$ cat config.mk
export PLATFORM = sky130hd
export DESIGN_NAME = kps_ctrl
export DESIGN_NICKNAME = d
export VERILOG_FILES = /design/src/design/kmp_pattern_search_macros.svh /design/src/design/kps_pkg.sv /design/src/design/kps_ctrl.sv
export SDC_FILE = /design/constraint.sdc
export NUM_CORES = 1
export LEC_CHECK = 0
export ABC_AREA = 1
export BUFFER_PORTS_ARGS = -buffer_cell sky130_fd_sc_hd__buf_2
export CAP_MARGIN = 30
export CORE_MARGIN = 2
export CORE_UTILIZATION = 30
export DETAILED_ROUTE_END_ITERATION = 16
export PLACE_DENSITY = 0.61
export RECOVER_POWER = 100
export REMOVE_ABC_BUFFERS = 1
export SYNTH_ARGS = -nofsm -noshare
export SYNTH_HDL_FRONTEND = slang
export SYNTH_SLANG_ARGS = --single-unit
$ cat constraint.sdc
create_clock -name clk -period 3.2 [get_ports clk]
set_input_delay 0.16 -clock clk [delete_from_list [all_inputs] [get_ports clk]]
set_output_delay 0.16 -clock clk [all_outputs]
set_load 0.02 [all_outputs]
$ cat src/design/kmp_pattern_search_macros.svh
`ifndef KMP_PATTERN_SEARCH_MACROS_SVH
`define KMP_PATTERN_SEARCH_MACROS_SVH

// same-cycle implication check
`define KPS_ASSERT_IMP(name, clock, reset, pre, post) \
  name: assert property (@(posedge clock) disable iff (reset) (pre) |-> (post)) \
    else $error("kmp_pattern_search: check failed");

// next-cycle implication check
`define KPS_ASSERT_NEXT(name, clock, reset, pre, post) \
  name: assert property (@(posedge clock) disable iff (reset) (pre) |=> (post)) \
    else $error("kmp_pattern_search: check failed");

`endif

$ cat src/design/kps_pkg.sv
`timescale 1ns / 1ps
`default_nettype none

package kps_pkg;

  typedef enum logic [1:0] {
    OP_CLEAR  = 2'd0,
    OP_APPEND = 2'd1,
    OP_TEXT   = 2'd2,
    OP_END    = 2'd3
  } op_t;

  localparam int REG_INDEX_BITS = 1;
  localparam logic [REG_INDEX_BITS-1:0] REG_CASE_FOLD      = 1'b0;
  localparam logic [REG_INDEX_BITS-1:0] REG_START_POSITION = 1'b1;

  // ascii upper-case range and the offset to lower case
  localparam logic [7:0] ASCII_UPPER_A = 8'h41;
  localparam logic [7:0] ASCII_UPPER_Z = 8'h5A;
  localparam logic [7:0] ASCII_CASE_GAP = 8'h20;

  typedef struct packed {
    logic clear_pattern;
    logic app_start;
    logic txt_start;
    logic txt_skip;
    logic pfx_load;
    logic pfx_step;
    logic app_finish;
    logic txt_finish;
    logic end_item;
    logic calc_pos;
    logic emit;
  } cmd_t;

  typedef struct packed {
    logic len_zero;
    logic len_full;
    logic done;
    logic eq;
    logic k_zero;
    logic hit;
    logic out_free;
  } status_t;

endpackage

`default_nettype wire

$ cat src/design/kps_ctrl.sv
`timescale 1ns / 1ps
`default_nettype none

module kps_ctrl (
  input  wire logic           clk,
  input  wire logic           rst,
  input  wire logic           item_valid,
  output logic                item_stall,
  input  wire logic [1:0]     operation,
  input  wire kps_pkg::status_t status,
  output kps_pkg::cmd_t       cmd
);

  typedef enum logic [6:0] {
    S_IDLE    = 7'b0000001,
    S_APP_PFX = 7'b0000010,
    S_APP_CMP = 7'b0000100,
    S_TXT_PFX = 7'b0001000,
    S_TXT_CMP = 7'b0010000,
    S_POS     = 7'b0100000,
    S_EMIT    = 7'b1000000
  } state_t;

  state_t state;
  state_t state_next;
  kps_pkg::op_t op;

  assign op = kps_pkg::op_t'(operation);
  assign item_stall = (state != S_IDLE);

  always_comb begin
    cmd = '0;
    state_next = state;
    case (state)
      S_IDLE: begin
        if (item_valid) begin
          case (op)
            kps_pkg::OP_CLEAR: begin
              cmd.clear_pattern = 1'b1;
            end
            kps_pkg::OP_APPEND: begin
              // a full pattern ignores the character
              if (!status.len_full) begin
                cmd.app_start = 1'b1;
                if (!status.len_zero) begin
                  state_next = S_APP_PFX;
                end
              end
            end
            kps_pkg::OP_TEXT: begin
              if (status.done || status.len_zero) begin
                cmd.txt_skip = 1'b1;
              end else begin
                cmd.txt_start = 1'b1;
                state_next = S_TXT_CMP;
              end
            end
            kps_pkg::OP_END: begin
              cmd.end_item = 1'b1;
              if (!status.done) begin
                state_next = S_EMIT;
              end
            end
            default: begin
              cmd = '0;
            end
          endcase
        end
      end
      S_APP_PFX: begin
        cmd.pfx_load = 1'b1;
        state_next = S_APP_CMP;
      end
      S_APP_CMP: begin
        if (status.eq || status.k_zero) begin
          cmd.app_finish = 1'b1;
          state_next = S_IDLE;
        end else begin
          cmd.pfx_step = 1'b1;
          state_next = S_APP_PFX;
        end
      end
      S_TXT_PFX: begin
        cmd.pfx_load = 1'b1;
        state_next = S_TXT_CMP;
      end
      S_TXT_CMP: begin
        if (status.eq || status.k_zero) begin
          cmd.txt_finish = 1'b1;
          state_next = status.hit ? S_POS : S_IDLE;
        end else begin
          cmd.pfx_step = 1'b1;
          state_next = S_TXT_PFX;
        end
      end
      S_POS: begin
        cmd.calc_pos = 1'b1;
        state_next = S_EMIT;
      end
      S_EMIT: begin
        if (status.out_free) begin
          cmd.emit = 1'b1;
          state_next = S_IDLE;
        end
      end
      default: begin
        state_next = S_IDLE;
      end
    endcase
  end

  always_ff @(posedge clk) begin
    if (rst) begin
      state <= S_IDLE;
    end else begin
      state <= state_next;
    end
  end

endmodule

`default_nettype wire

==> results of run 1 <==
==> placed cells by master (no fill, tap or decap), drive strengths merged <==
cell | Yosys | final
buf | 0 | 11
clkbuf | 0 | 16
dfxtp | 7 | 7
inv | 29 | 29
nand2 | 29 | 29
nand3 | 12 | 12
nor2 | 35 | 35
nor3 | 2 | 2
nor4 | 3 | 3
o21ai | 2 | 2
==> worst paths after layout <==
check        slack, ns  cells past startpoint       from       end
max               1.12                      6   state[6]    cmd[8]
min               0.14                      3  status[1]  state[5]
max reg2reg       1.53                      8   state[6]  state[6]
min reg2reg       0.54                      2   state[1]  state[2]
==> critical path, delay by kind of cell, from the launching register on <==
kind          cells  cell delay, ns
buf+inv           1            0.26
flops             1            0.31
simple gates      5            1.10
==> area by class of cell <==
cell class              instances  share of cell area, %
well taps                      27                  4.327
flip-flops and latches          7                  17.95
inverters                      29                  13.94
repair buffers                 23                  12.82
multi-input cells              83                  47.60
clock buffers                   4                  3.365
==> cell usage after synthesis <==
| cell | number |
|---|---|
| dfxtp_1 | 7 |
| inv_1 | 27 |
| inv_2 | 2 |
| nand2_1 | 26 |
| nand2_2 | 2 |
| nand2_4 | 1 |
| nand3_1 | 11 |
| nand3_2 | 1 |
| nor2_1 | 28 |
| nor2_2 | 4 |
| nor2_4 | 3 |
| nor3_1 | 2 |
| nor4_1 | 3 |
| o21ai_0 | 2 |
==> cell families after synthesis <==
| family | synth area share (%) |
|---|---|
| buffers and inverters | 17.06 |
| AND/OR/NAND/NOR | 59.41 |
| AO/OA/AOI/OAI | 1.569 |
| flip-flops | 21.96 |
==> per-stage QoR <==
stage / instances / hold slack (ns) / total power, mW / setup slack (ns)
after floorplan: 119 / 0.2315 / 0.3570 / 1.594
after global placement: 169 / 0.4003 / 0.4259 / 1.827
after detailed placement: 169 / 0.4049 / 0.4269 / 1.742
after CTS: 173 / 0.1435 / 0.5078 / 1.460
after global routing: 173 / 0.1508 / 0.5366 / 0.8562
final: 173 / 0.1440 / 0.4778 / 1.125
==> per-layer routing <==
metal  up-vias  share of wire (%)  track usage, %
met3         4                3.0          0.9091
met1       324                 45           17.06
met4         0                2.5           8.333
li1        405                  -               -
met5         -                  0               0
met2        18                 49           24.34
==> power by group through the flow <==
stage	logic, mW	registers, mW	clock network [mW]
floorplan	0.238	0.119	0
global placement	0.306	0.120	0
detailed placement	0.306	0.121	0
CTS	0.308	0.120	0.0797
global route	0.329	0.121	0.0868
finish	0.282	0.118	0.0784
==> reports/metrics.yaml, run 1 <==
grtUsageTotal_pct: 14.16
cts_tree: "yes"
rows: 16
synth_warnings: 0
h-tree-depth: 1
start_util_pct: 32.20
crit_type: "reg -> out"
clock.fmax_mhz: 481.9
cts.reportedPaths.clkPinSlew_ns: 0.05
largest_register: "state"
worstPathRequired_ns: 3.04
die_y_um: 50.12
n_fill_cell: 240
drive_above_1_share_pct: 15.07
final_area_um2: 780.7
cp-start-kind: "register"
cts-resized-gates: 0
cp_cell_sequence: "nor2_1, nand2_1, nor2_1, nand2_1, nor4_1, clkbuf_1"
pin_count: 24
n_antenna_cell: 0
critPathMaxStageDelay_ns: 0.41
dr.pass1.iters: 4
insertion_delay_ns: 0.25
reg.largest.list: "state: 7 flops"
yosys.cell_types.count: 14
slew_headroom_pct: 70.21
die_width_um: 50.12
grt_pass1_vias: 670
via_per_inst: 4.341
cts_buffers: 3
grt_pass1_wl_um: 2704
cts_hold_buf: 0
core_um2: 1982
multiInputGateArea_um2: 371.6
gp_congestion: 0.8085
dieArea_um2: 2512
p_per_area_nw_per_um2: 612.0
worstMarginPinSlew_ns: 0.4452
avgRoutedWirePerCell_um: 9.116
drtAntennaViolNets: 0
tns_ns: 0
place_hpwl_um: 1318
syn_inst: 119
clk_path_buf_depth: 2
p_int_mw: 0.2365
via_count: 751
drc: 0
fin_crit_ns: 2.075
status: "completed"
antenna_found_initial: 0
end_kind: "output pin"
port_buffers: 23
syn_area_um2: 638.1
clkSinkCount: 7
p_sw_share_pct: 50.49
power.switching_mw: 0.2413
clkPwrFrac_pct: 16.4
synth_top_cell_area_share_pct: 21.96
power.leakage_nw: 0.4473
ys_seq_area_share_pct: 21.96
wl_um: 1577
worstHoldPathType: "in -> reg"
slowest_stage: "nor2_1"
period_share_pct: 64.85
first_iter_violations: 19
fin_nets: 159
setup-violations-final: 0
areaGrowthSynthToFinish_pct: 22.35
cts_root_buf: "clkbuf_4"
synth_top_cells_by_area: "dfxtp_1 (22%), nor2_1 (16%), inv_1 (16%), nand2_1 (15%), nand3_1 (8.6%)"
report.final.slew_viol_count: 0
arrival_ns: 1.92
combPwrFrac_pct: 59.0
synth_top_area_cell: "dfxtp_1"
finClkSkew_ns: 0.001085
utilization_pct: 39.39
cap_viol_max_count: 0
worstPathMaxFanout: 7
seq_power_share_pct: 24.6
final-seq-area_um2: 140.1
ir_drop_mv: 0.2858
ys_seq_elements: 7
largest_register_ffs: 7
synth_area_per_cell_um2: 5.362
post_cts_buffers: 0
dpl_cell_area_um2: 787.0
hold_violations: 0
grt_max_degree: 8
rsz0062_at_grt: "false"
grt_overflow: 0
Note: power is estimated with default switching activity, not from simulation.
==> inputs of run 2 (changes only) <==
--- a/config.mk
+++ b/config.mk
@@ -5,13 +5,13 @@
 export SDC_FILE = /design/constraint.sdc
 export NUM_CORES = 1
 export LEC_CHECK = 0
-export ABC_AREA = 1
+export ABC_AREA = 0
 export BUFFER_PORTS_ARGS = -buffer_cell sky130_fd_sc_hd__buf_2
 export CAP_MARGIN = 30
 export CORE_MARGIN = 2
 export CORE_UTILIZATION = 30
 export DETAILED_ROUTE_END_ITERATION = 16
-export PLACE_DENSITY = 0.61
+export PLACE_DENSITY = 0.63
 export RECOVER_POWER = 100
 export REMOVE_ABC_BUFFERS = 1
 export SYNTH_ARGS = -nofsm -noshare
==> constraint.sdc (replaced) <==
create_clock -name clk -period 2 [get_ports clk]
set_input_delay 0.1 -clock clk [delete_from_list [all_inputs] [get_ports clk]]
set_output_delay 0.1 -clock clk [all_outputs]
set_load 0.02 [all_outputs]
==> run 2 against run 1 <==
Compared with the run above:
- first-iteration DRC count fell by 42%
- total power grew 4.1%
- core utilization increased by 3.3 points
- area after synthesis shrank 13%
==> reports/metrics.yaml, run 2 <==
worstMarginPinSlew_ns: 0.3627
h-tree-depth: 1
rr_startpoint: "state[3]"
via_count: 645
rsz0062_at_grt: "false"
worstPathMaxFanout: 3
slew_headroom_pct: 75.19
reg.largest.list: "state: 7 flops"
core_um2: 1745
dieArea_um2: 2217
synth_common_cells: "nor2_1 (16), dfxtp_1 (7), nand2_1 (7)"
timing.rr.end: "state[0]"
via_per_inst: 4.924
die_width_um: 47.08
synth_ff_type: "dfxtp_1"
clock.fmax_mhz: 515.8
period_share_pct: 96.94
pin_count: 24
hold_violations: 0
avgRoutedWirePerCell_um: 11.13
fin_crit_ns: 1.939
ir_drop_mv: 0.4434
first_iter_violations: 11
grt_max_degree: 9
antenna_found_initial: 0
drive_above_1_share_pct: 32.08
n_antenna_cell: 0
worstRegToRegCells: 5
start_util_pct: 31.90
cts_buffers: 3
drtAntennaViolNets: 0
synth_warnings: 0
wl_um: 1458
layout_common_cells: "nor2_1 (14), buf_2 (13), clkbuf_1 (7)"
synth_top_area_cell: "dfxtp_1"
cts_tree: "yes"
finClkSkew_ns: 0.003401
worstPathRequired_ns: 1.90
p_per_area_nw_per_um2: 668.3
mostFrequentLayoutCell: "nor2_1"
worstHoldPathType: "in -> reg"
cts_root_buf: "clkbuf_4"
insertion_delay_ns: 0.25
arrival_ns: 1.84
synth_top_cells_by_area: "dfxtp_1 (25%), nor2_1 (11%), nor3_1 (5.4%), nand2_1 (4.7%), nor4_1 (4.5%)"
status: "completed"
ff2ff_setup_slack_ns: 0.10
synth-edff-count: 0
ys_seq_elements: 7
fin_nets: 119
synth_area_per_cell_um2: 7.048
drc: 0
power.leakage_nw: 0.3273
largest_register: "state"
yosys.cell_types.count: 32
timing.final.ws_setup_ns: 0.06121
dr.pass1.iters: 4
gp_congestion: 0.7930
largest_register_ffs: 7
grtUsageTotal_pct: 13.96
ys_seq_area_share_pct: 25.17
grt_pass1_wl_um: 2159
syn_area_um2: 556.8
yosysMostFrequentCell: "nor2_1"
cts.reportedPaths.clkPinSlew_ns: 0.05
synth_top_cell_area_share_pct: 25.17
grt_overflow: 0
post-place-ws_ns: 0.05450
worstHoldPathCells: 2
crit_end: "cmd[5]"
ys_async_sr_fraction_pct: 0
setup-violations-final: 0
syn_inst: 79
report.final.slew_viol_count: 0
areaGrowthSynthToFinish_pct: 33.71
cap_viol_max_count: 0
end_kind: "output pin"
crit_type: "reg -> out"
rows: 15
crit_start: "state[3]"
cp-start-kind: "register"
total_power_mw: 0.4975
place_hpwl_um: 1158
clk_path_buf_depth: 2
grt_pass1_vias: 528
port_buffers: 23
die_y_um: 47.08
clkSinkCount: 7
-- run 2: per-stage QoR --
| stage | instance area (um2) | cells | utilization (%) | TNS (ns) | hold slack (ns) |
|---|---|---|---|---|---|
| global placement | 701.9 | 127 | 40.22 | 0 | 0.3057 |
| floorplan | 525.5 | 75 | - | -0.1755 | 0.1691 |
| CTS | 740.7 | 131 | 42.44 | 0 | 0.04398 |
| finish | 744.5 | 131 | 42.65 | 0 | 0.04176 |
| detailed placement | 701.9 | 127 | 40.22 | 0 | 0.3095 |
| global route | 744.5 | 131 | 42.65 | 0 | 0.05202 |
-- run 2: area by class of cell --
class	instances	area, um2
fill	201	1001
multi-input combinational	64	392.9
sequential	7	141.4
timing repair buffer	27	137.6
tap	25	31.28
clock buffer	4	26.28
inverter	4	15.01
-- run 2: cells by family (layout without fill, tap and decap cells) --
family	count (synthesis)	after routing	share of synthesized area, %
AOI/OAI and AO/OA	13	13	15.28
xor gates and xnor gates	3	3	4.720
buffers and inverters	8	35	8.312
DFF	7	7	25.17
and+or+nand+nor	48	48	46.52
-- run 2: power breakdown --
group / total [mW] / internal, mW / switching [mW]
registers: 0.164 / 0.151 / 0.0135
clock network: 0.126 / 0.0760 / 0.0500
logic: 0.207 / 0.0863 / 0.121
-- run 2: timing repair --
| action | in CTS | in global routing |
|---|---|---|
| resized for setup | 4 | 5 |
| gates cloned | 0 | 0 |
| setup endpoints to repair | 5 | 3 |
| hold buffers | 0 | 0 |
| pin swaps | 0 | 1 |
| buffers inserted | 0 | 0 |
-- run 2: critical path, cell delays in order, from the launching register on --
cell and delay (ns):
dfxtp_1 0.32, or4_4 0.55, or3_1 0.37, nor3_1 0.17, buf_2 0.18
-- run 2: worst min-delay path by stage --
stage	to	startpoint	slack [ns]
floorplan	state[6]	rst	0.17
global placement	state[6]	rst	0.31
detailed placement	state[3]	status[3]	0.31
CTS	state[3]	status[3]	0.04
global route	state[3]	status[3]	0.05
finish	state[3]	status[3]	0.04
-- run 2: metal layers --
layer / up-vias / global-route usage [%] / routed length, um
met5: - / 0 / 0
met4: 0 / 5.000 / 14
met3: 2 / 3.462 / 97
met2: 26 / 22.74 / 670
met1: 283 / 17.91 / 675
li1: 334 / - / -
